### src/hdl/led_fill_animation_pwm_unit_assert.svh
// Assertion macros for the LED fill animation PWM unit.
`ifndef LED_FILL_ANIMATION_PWM_UNIT_ASSERT_SVH
`define LED_FILL_ANIMATION_PWM_UNIT_ASSERT_SVH

// Condition implies consequence in the same cycle.
`define LFAP_ASSERT_SAME(lbl, cond, cons) \
  lbl: assert property (@(posedge clk) disable iff (!rst_n) (cond) |-> (cons)) \
    else $error("lfap: %s failed", "lbl");

// Condition implies consequence in the next cycle.
`define LFAP_ASSERT_NEXT(lbl, cond, cons) \
  lbl: assert property (@(posedge clk) disable iff (!rst_n) (cond) |=> (cons)) \
    else $error("lfap: %s failed", "lbl");

`endif

### src/hdl/lfap_pkg.sv
// Package: constants and types for the LED fill animation PWM unit.
package lfap_pkg;

  localparam int NUM_LETTERS_DEF = 5;
  localparam int RAMP_STEPS_DEF  = 256;

  localparam int STEP_W  = 12;
  localparam int LEVEL_W = 8;
  localparam int PROD_W  = 2 * LEVEL_W;

  localparam logic [LEVEL_W-1:0] FULL_LEVEL = 8'd255;
  localparam logic [LEVEL_W-1:0] PWM_LAST   = 8'd254;

  localparam logic [LEVEL_W-1:0] GAIN_RST      = 8'd51;
  localparam logic [LEVEL_W-1:0] TICKS_RST     = 8'd200;
  localparam logic [LEVEL_W-1:0] BACKLIGHT_RST = 8'd255;

  localparam int CFG_IDX_W = 2;
  typedef logic [CFG_IDX_W-1:0] cfg_idx_t;

  localparam cfg_idx_t CFG_GAIN      = 2'd0;
  localparam cfg_idx_t CFG_TICKS     = 2'd1;
  localparam cfg_idx_t CFG_BACKLIGHT = 2'd2;

endpackage

### src/hdl/led_fill_animation_pwm_unit.sv
// Top level: LED fill animation with software PWM, two-stage pipeline.
//
// Usage:
//   Input channel (in_valid/in_ready) carries one word per timer tick:
//   in_tick_advance = 1 advances the counters after sampling them, 0 only
//   reports. Each input word yields exactly one result word on the output
//   channel (out_valid/out_ready): out_led_pattern (letters in bits
//   0..NUM_LETTERS-1, backlight above) and out_anim_step.
//   The pattern is taken from the counters as they stood before the tick.
//   A word passes stage 1, then stage 2, before out_valid. Throughput
//   is one word per cycle while out_ready is high: stage 1 holds the
//   level multiplies, stage 2 the PWM compares and the result register.
//   Configuration: cfg_wr_en with cfg_index 0 gain, 1 ticks per step,
//   2 backlight level; other indexes are ignored. Write only when idle.
//   Reset (rst_n low, synchronous) clears the counters, empties the
//   pipeline and loads gain 51, 200 ticks per step, backlight 255.
//   When out_ready is low the result holds, stage 1 fills, and in_ready
//   drops only once both stages hold a word.
`include "led_fill_animation_pwm_unit_assert.svh"

module led_fill_animation_pwm_unit #(
  parameter int NumLetters = lfap_pkg::NUM_LETTERS_DEF,
  parameter int RampSteps  = lfap_pkg::RAMP_STEPS_DEF
) (
  input  logic                          clk,
  input  logic                          rst_n,
  input  logic                          cfg_wr_en,
  input  lfap_pkg::cfg_idx_t            cfg_index,
  input  logic [lfap_pkg::LEVEL_W-1:0]  cfg_data,
  input  logic                          in_valid,
  output logic                          in_ready,
  input  logic                          in_tick_advance,
  output logic                          out_valid,
  input  logic                          out_ready,
  output logic [NumLetters:0]           out_led_pattern,
  output logic [lfap_pkg::STEP_W-1:0]   out_anim_step
);

  localparam int LW     = lfap_pkg::LEVEL_W;
  localparam int PW     = lfap_pkg::PROD_W;
  localparam int SW     = lfap_pkg::STEP_W;
  localparam int Phases = 2 * NumLetters;
  localparam int PhW    = (Phases > 1) ? $clog2(Phases) : 1;
  localparam int PosW   = $clog2(RampSteps);
  localparam int Total  = Phases * RampSteps;
  localparam int RampDen = RampSteps - 1;
  localparam int RampInc = 255 / RampDen;
  localparam int RampRem = 255 % RampDen;

  localparam logic [SW-1:0]   LastStep  = SW'(Total - 1);
  localparam logic [PhW-1:0]  LastPhase = PhW'(Phases - 1);
  localparam logic [PhW-1:0]  NumLetPh  = PhW'(NumLetters);
  localparam logic [PosW-1:0] LastPos   = PosW'(RampSteps - 1);
  localparam logic [LW:0]     RampDenW  = (LW+1)'(RampDen);

  // configuration
  logic [LW-1:0] gain_r, ticks_r, bl_r;

  always_ff @(posedge clk) begin
    if (!rst_n) begin
      gain_r  <= lfap_pkg::GAIN_RST;
      ticks_r <= lfap_pkg::TICKS_RST;
      bl_r    <= lfap_pkg::BACKLIGHT_RST;
    end else if (cfg_wr_en) begin
      case (cfg_index)
        lfap_pkg::CFG_GAIN:      gain_r  <= cfg_data;
        lfap_pkg::CFG_TICKS:     ticks_r <= cfg_data;
        lfap_pkg::CFG_BACKLIGHT: bl_r    <= cfg_data;
        default: ;
      endcase
    end
  end

  // handshake
  logic out_valid_r, s1_valid_r;
  logic out_adv, s1_adv, in_acc;

  assign out_adv  = !out_valid_r || out_ready;
  assign s1_adv   = !s1_valid_r || out_adv;
  assign in_ready = s1_adv;
  assign in_acc   = in_valid && in_ready;

  // animation state
  logic [LW-1:0]   pwm_r, pwm_nxt;
  logic [LW-1:0]   ps_r, ps_nxt;
  logic [SW-1:0]   step_r, step_nxt;
  logic [PhW-1:0]  phase_r, phase_nxt;
  logic [PosW-1:0] pos_r, pos_nxt;
  logic [LW-1:0]   ramp_r, ramp_nxt;
  logic [LW-1:0]   rem_r, rem_nxt;

  logic [LW-1:0] ps_inc;
  logic          step_end;
  logic [LW:0]   rem_sum;

  always_comb begin
    pwm_nxt   = pwm_r;
    ps_nxt    = ps_r;
    step_nxt  = step_r;
    phase_nxt = phase_r;
    pos_nxt   = pos_r;
    ramp_nxt  = ramp_r;
    rem_nxt   = rem_r;
    ps_inc    = ps_r + 8'd1;
    step_end  = (ps_inc >= ticks_r) || (ps_inc == '0);
    rem_sum   = {1'b0, rem_r} + (LW+1)'(RampRem);
    if (in_acc && in_tick_advance) begin
      pwm_nxt = (pwm_r >= lfap_pkg::PWM_LAST) ? '0 : pwm_r + 8'd1;
      ps_nxt  = step_end ? '0 : ps_inc;
      if (step_end) begin
        step_nxt = (step_r == LastStep) ? '0 : step_r + 1'b1;
        if (pos_r == LastPos) begin
          pos_nxt   = '0;
          ramp_nxt  = '0;
          rem_nxt   = '0;
          phase_nxt = (phase_r == LastPhase) ? '0 : phase_r + 1'b1;
        end else begin
          pos_nxt = pos_r + 1'b1;
          if (rem_sum >= RampDenW) begin
            ramp_nxt = ramp_r + LW'(RampInc) + 8'd1;
            rem_nxt  = LW'(rem_sum - RampDenW);
          end else begin
            ramp_nxt = ramp_r + LW'(RampInc);
            rem_nxt  = LW'(rem_sum);
          end
        end
      end
    end
  end

  always_ff @(posedge clk) begin
    if (!rst_n) begin
      pwm_r   <= '0;
      ps_r    <= '0;
      step_r  <= '0;
      phase_r <= '0;
      pos_r   <= '0;
      ramp_r  <= '0;
      rem_r   <= '0;
    end else begin
      pwm_r   <= pwm_nxt;
      ps_r    <= ps_nxt;
      step_r  <= step_nxt;
      phase_r <= phase_nxt;
      pos_r   <= pos_nxt;
      ramp_r  <= ramp_nxt;
      rem_r   <= rem_nxt;
    end
  end

  // stage 1: channel roles and level products
  logic                  fill_ph;
  logic [PhW-1:0]        ramp_ch;
  logic [LW-1:0]         ramp_lvl;
  logic [LW:0]           pwm_inc;
  logic [NumLetters-1:0] full_mask, rsel_mask;

  always_comb begin
    fill_ph  = (phase_r < NumLetPh);
    ramp_ch  = fill_ph ? phase_r : phase_r - NumLetPh;
    ramp_lvl = fill_ph ? ramp_r : lfap_pkg::FULL_LEVEL - ramp_r;
    pwm_inc  = {1'b0, pwm_r} + 9'd1;
    for (int c = 0; c < NumLetters; c++) begin
      rsel_mask[c] = (PhW'(c) == ramp_ch);
      full_mask[c] = fill_ph ? (PhW'(c) < ramp_ch) : (PhW'(c) > ramp_ch);
    end
  end

  logic [SW-1:0]         s1_step_r;
  logic [NumLetters-1:0] s1_full_r, s1_rsel_r;
  logic                  s1_full_lit_r;
  logic [PW-1:0]         s1_rprod_r, s1_bprod_r, s1_thr_r;

  always_ff @(posedge clk) begin
    if (!rst_n) begin
      s1_valid_r <= 1'b0;
    end else if (s1_adv) begin
      s1_valid_r <= in_acc;
    end
  end

  always_ff @(posedge clk) begin
    if (in_acc) begin
      s1_step_r     <= step_r;
      s1_full_r     <= full_mask;
      s1_rsel_r     <= rsel_mask;
      s1_full_lit_r <= (pwm_r < gain_r);
      s1_rprod_r    <= ramp_lvl * gain_r;
      s1_bprod_r    <= bl_r * gain_r;
      s1_thr_r      <= PW'({pwm_inc, 8'd0} - {8'd0, pwm_inc});
    end
  end

  // stage 2: PWM compare and result register
  logic [NumLetters:0] pattern;

  always_comb begin
    for (int c = 0; c < NumLetters; c++) begin
      pattern[c] = (s1_full_r[c] && s1_full_lit_r) ||
                   (s1_rsel_r[c] && (s1_rprod_r >= s1_thr_r));
    end
    pattern[NumLetters] = (s1_bprod_r >= s1_thr_r);
  end

  logic [NumLetters:0] out_pat_r;
  logic [SW-1:0]       out_step_r;

  always_ff @(posedge clk) begin
    if (!rst_n) begin
      out_valid_r <= 1'b0;
    end else if (out_adv) begin
      out_valid_r <= s1_valid_r;
    end
  end

  always_ff @(posedge clk) begin
    if (out_adv && s1_valid_r) begin
      out_pat_r  <= pattern;
      out_step_r <= s1_step_r;
    end
  end

  assign out_valid       = out_valid_r;
  assign out_led_pattern = out_pat_r;
  assign out_anim_step   = out_step_r;

  // assertions
  `LFAP_ASSERT_SAME(a_step_range, 1'b1, step_r <= LastStep)
  `LFAP_ASSERT_NEXT(a_s1_hold, s1_valid_r && !out_adv, s1_valid_r && $stable(s1_step_r))
  `LFAP_ASSERT_NEXT(a_no_tick, in_acc && !in_tick_advance, $stable(step_r) && $stable(pwm_r))
  `LFAP_ASSERT_SAME(a_step_sync, 1'b1, (pos_r != '0) || (ramp_r == '0))

endmodule
### config.mk
export PLATFORM = sky130hd
export DESIGN_NAME = led_fill_animation_pwm_unit
export DESIGN_NICKNAME = d
export VERILOG_FILES = /design/src/hdl/lfap_pkg.sv /design/src/hdl/led_fill_animation_pwm_unit.sv
export VERILOG_INCLUDE_DIRS = /design/src /design/src/hdl
export SDC_FILE = /design/constraint.sdc
export NUM_CORES = 1
export LEC_CHECK = 0
export ABC_AREA = 1
export BUFFER_PORTS_ARGS = -buffer_cell sky130_fd_sc_hd__clkbuf_2
export CORE_UTILIZATION = 50
export CTS_BUF_LIST = sky130_fd_sc_hd__clkbuf_4
export CTS_CLUSTER_SIZE = 40
export DETAILED_ROUTE_END_ITERATION = 10
export PLACE_DENSITY_LB_ADDON = 0.15
export SYNTH_ARGS = -nofsm -noshare
export SYNTH_HDL_FRONTEND = slang
export SYNTH_SLANG_ARGS = --single-unit
### constraint.sdc
create_clock -name clk -period 5.3 [get_ports clk]
set_input_delay 0.265 -clock clk [delete_from_list [all_inputs] [get_ports clk]]
set_output_delay 0.265 -clock clk [all_outputs]
set_load 0.05 [all_outputs]
==> flow_summary.json <==
{
  "cts_root_buffer": "clkbuf_4",
  "synth_warnings": 0,
  "num_vias": 9863,
  "finalClockSkew_ps": 26.4,
  "vdd_drop_max_v": 0.000290,
  "start_kind": "flop",
  "clock_latency_ps": 600,
  "yosysMostFrequentCell": "nand2_1",
  "fp.dieW_microns": 162,
  "synth-edff-count": 89,
  "finalHoldViolCount": 0,
  "antenna_left": 0,
  "synth_top_family_by_area": "adder cells",
  "yosys.area_share.simple_pct": 21.3,
  "post_cts_buffers": 0,
  "synth_top_cell_by_area": "edfxtp_1",
  "top_layer_used": "met4",
  "fin_tns_setup_ps": 0,
  "totalWireLength_mm": 27.0,
  "viasPerCell": 5.10,
  "avgSynthCellArea_sq_um": 8.32,
  "setup_ws_ps": 332,
  "synth_common_cells": "325 x nand2_1, 270 x inv_1, 134 x nor2_1, 133 x ha_1",
  "layout-drive-gt1-share_pct": 7.80,
  "dr_wl_met2_mm": 12.3,
  "synth_area_leaders": "edfxtp_1 21%, ha_1 13%, dfxtp_1 13%",
  "synth-compound-area-share_pct": 7.09,
  "h-tree-depth": 4,
  "cts_num_sinks": 171,
  "syn_inst": 1541,
  "tightest_slew_ps": 957,
  "whs_ps": 148,
  "track_usage_pct": 21.6,
  "synthDominantCellAreaShare_pct": 20.8,
  "die_area_sq_um": 26300,
  "drv_cap": 0,
  "cp-end-kind": "flop",
  "nNetsFinal": 1810,
  "setup_violations": 0,
  "finalPower_mw": 4.04,
  "max_freq_mhz": 201,
  "hpwl_mm": 20.3,
  "maxSlewViolCount": 0,
  "critPathKind": "reg -> reg",
  "syn_area_sq_um": 12800,
  "seq_area_frac_synth_pct": 33.6,
  "power_density_nw_per_um2": 291,
  "async_flop_share_pct": 0,
  "finalCritPeriodShare_pct": 93.7,
  "synthDistinctLibCells": 47,
  "worstPathRequired_ps": 5650,
  "drt_iter0_drc": 680,
  "area_growth_pct": 8.13,
  "numPortBuffers": 35,
  "first_pass_iters": 5,
  "antenna_found_initial": 1,
  "ios": 36,
  "synthMuxAreaShare_pct": 0,
  "synthXorXnorAreaFrac_pct": 3.97,
  "cts_tree": "yes",
  "leakagePower_nw": 6.94,
  "wl_per_cell_microns": 14.0,
  "ys.flop_type": "edfxtp_1",
  "hp-class": "in -> reg",
  "worstPathMaxFanout": 9,
  "met3_length_mm": 1.06,
  "rows": 58,
  "design.core.area_sq_um": 25200,
  "wl_met1_mm": 13.3,
  "grt-ovfl-total": 0,
  "initial_core_util_pct": 50.9,
  "status": "complete, no violations",
  "rsz0062_at_grt": "false",
  "clk_path_buf_depth": 2,
  "clkSlewWorstSetupHoldPaths_ps": 160,
  "cts-buffers-inserted": 17,
  "synth_nets": 1762,
  "first_global_vias": 9268,
  "crit_arrival_ps": 5320,
  "synth_adder_area_share_pct": 24.2,
  "gp_congestion": 0.888,
  "synth_seq_cells": 171,
  "place_ws_ps": 103,
  "fin_util_pct": 55.1,
  "relSlewSlack_pct": 36.2,
  "grt_max_degree": 72,
  "die_h_microns": 162,
  "drc": 0,
  "min_period_ps": 4970,
  "grt_pass1_wl_mm": 45.2
}
==> kinds of logic after synthesis <==
group	Yosys count
and+or+nand+nor	622
AOI/OAI and AO/OA	166
adders and majority gates	205
DFF	171
xor gates and xnor gates	56
buffers and inverters	321
==> sequential cells by signal (all words and copies together) (netlist names), 6 cells and up <==
signal / count
bl_r: 8
gain_r: 8
out_anim_step: 12
out_led_pattern: 6
pos_r: 8
ps_r: 8
pwm_r: 8
ramp_r: 8
rem_r: 8
s1_bprod_r: 16
s1_rprod_r: 16
s1_step_r: 12
s1_thr_r: 16
step_r: 12
ticks_r: 8
==> cell type report <==
cell class                      count  area (sq um)
Antenna cell                        1          2.50
Clock buffer                       17           128
Clock inverter                     15           215
Fill cell                        2389         11300
Inverter                          283          1060
Multi-Input combinational cell   1049          7270
Sequential cell                   171          4320
Tap cell                          330           413
Timing Repair Buffer               67           455
==> per-stage QoR <==
step	cell area, sq um	std cells
2_1_floorplan	12800	1541
3_3_place_gp	13300	1884
3_5_place_dp	13300	1884
4_1_cts	13800	1932
5_1_grt	13900	1933
6_report	13900	1933
==> per-layer routing <==
metal / GRT usage (%) / vias up
li1: - / 5026
met1: 30.3 / 4649
met2: 34.5 / 167
met3: 4.24 / 21
met4: 4.72 / 0
met5: 0 / -
==> power by group <==
part | total [mW] | internal [mW] | switching, mW
registers | 1.62 | 1.58 | 0.0446
clock network | 0.874 | 0.281 | 0.594
logic | 1.54 | 0.594 | 0.950
total | 4.04 | 2.45 | 1.59
==> repair_timing <==
item	CTS	global route
hold endpoints to repair	26	0
setup endpoints to repair	0	4
resized for setup	0	7
hold buffers	16	0
==> worst max-delay path: stages (launching register included) <==
cell	delay [ps]
dfxtp_2	400
inv_1	90
ha_1	210
inv_1	60
nand2_1	70
nand2_4	160
xor2_1	250
nand2_1	120
fa_1	490
fa_1	550
inv_1	60
fa_1	520
inv_1	50
fa_1	520
inv_1	40
ha_1	340
a21o_1	200
a21oi_1	180
o21ai_0	160
a21oi_1	180
xor2_1	80
==> final timing paths <==
check	startpoint	end	slack [ps]	depth (start not counted)
setup / recovery	phase_r[1]	s1_rprod_r[12]	330	20
hold / removal	cfg_wr_en	gain_r[1]	150	4
setup reg to reg	phase_r[1]	s1_rprod_r[12]	330	20
hold reg to reg	s1_step_r[0]	out_anim_step[0]	440	0
==> cell usage in the layout (no fill, tap or decap), types with 3 or more instances in the layout <==
cell,netlist,routed
nand2_1,325,325
inv_1,270,268
nor2_1,134,134
ha_1,133,133
edfxtp_1,89,89
a21oi_1,89,87
nand3_1,82,82
dfxtp_1,82,81
fa_1,72,72
xor2_1,46,45
o21ai_0,44,42
clkbuf_2,0,35
nand4_1,31,31
clkbuf_4,0,17
nor3_1,16,16
dlygate4sd3_1,0,16
buf_4,0,16
o211ai_1,10,10
xnor2_1,9,9
inv_2,6,8
clkinv_1,7,7
o21bai_1,6,6
nand2_4,5,6
or2_2,6,6
a22oi_1,6,6
clkinv_8,0,5
nand3_2,4,4
o21ai_1,2,4
inv_8,0,4
nor2_2,3,3
a21o_1,3,3
(Power assumes the default switching activity.)
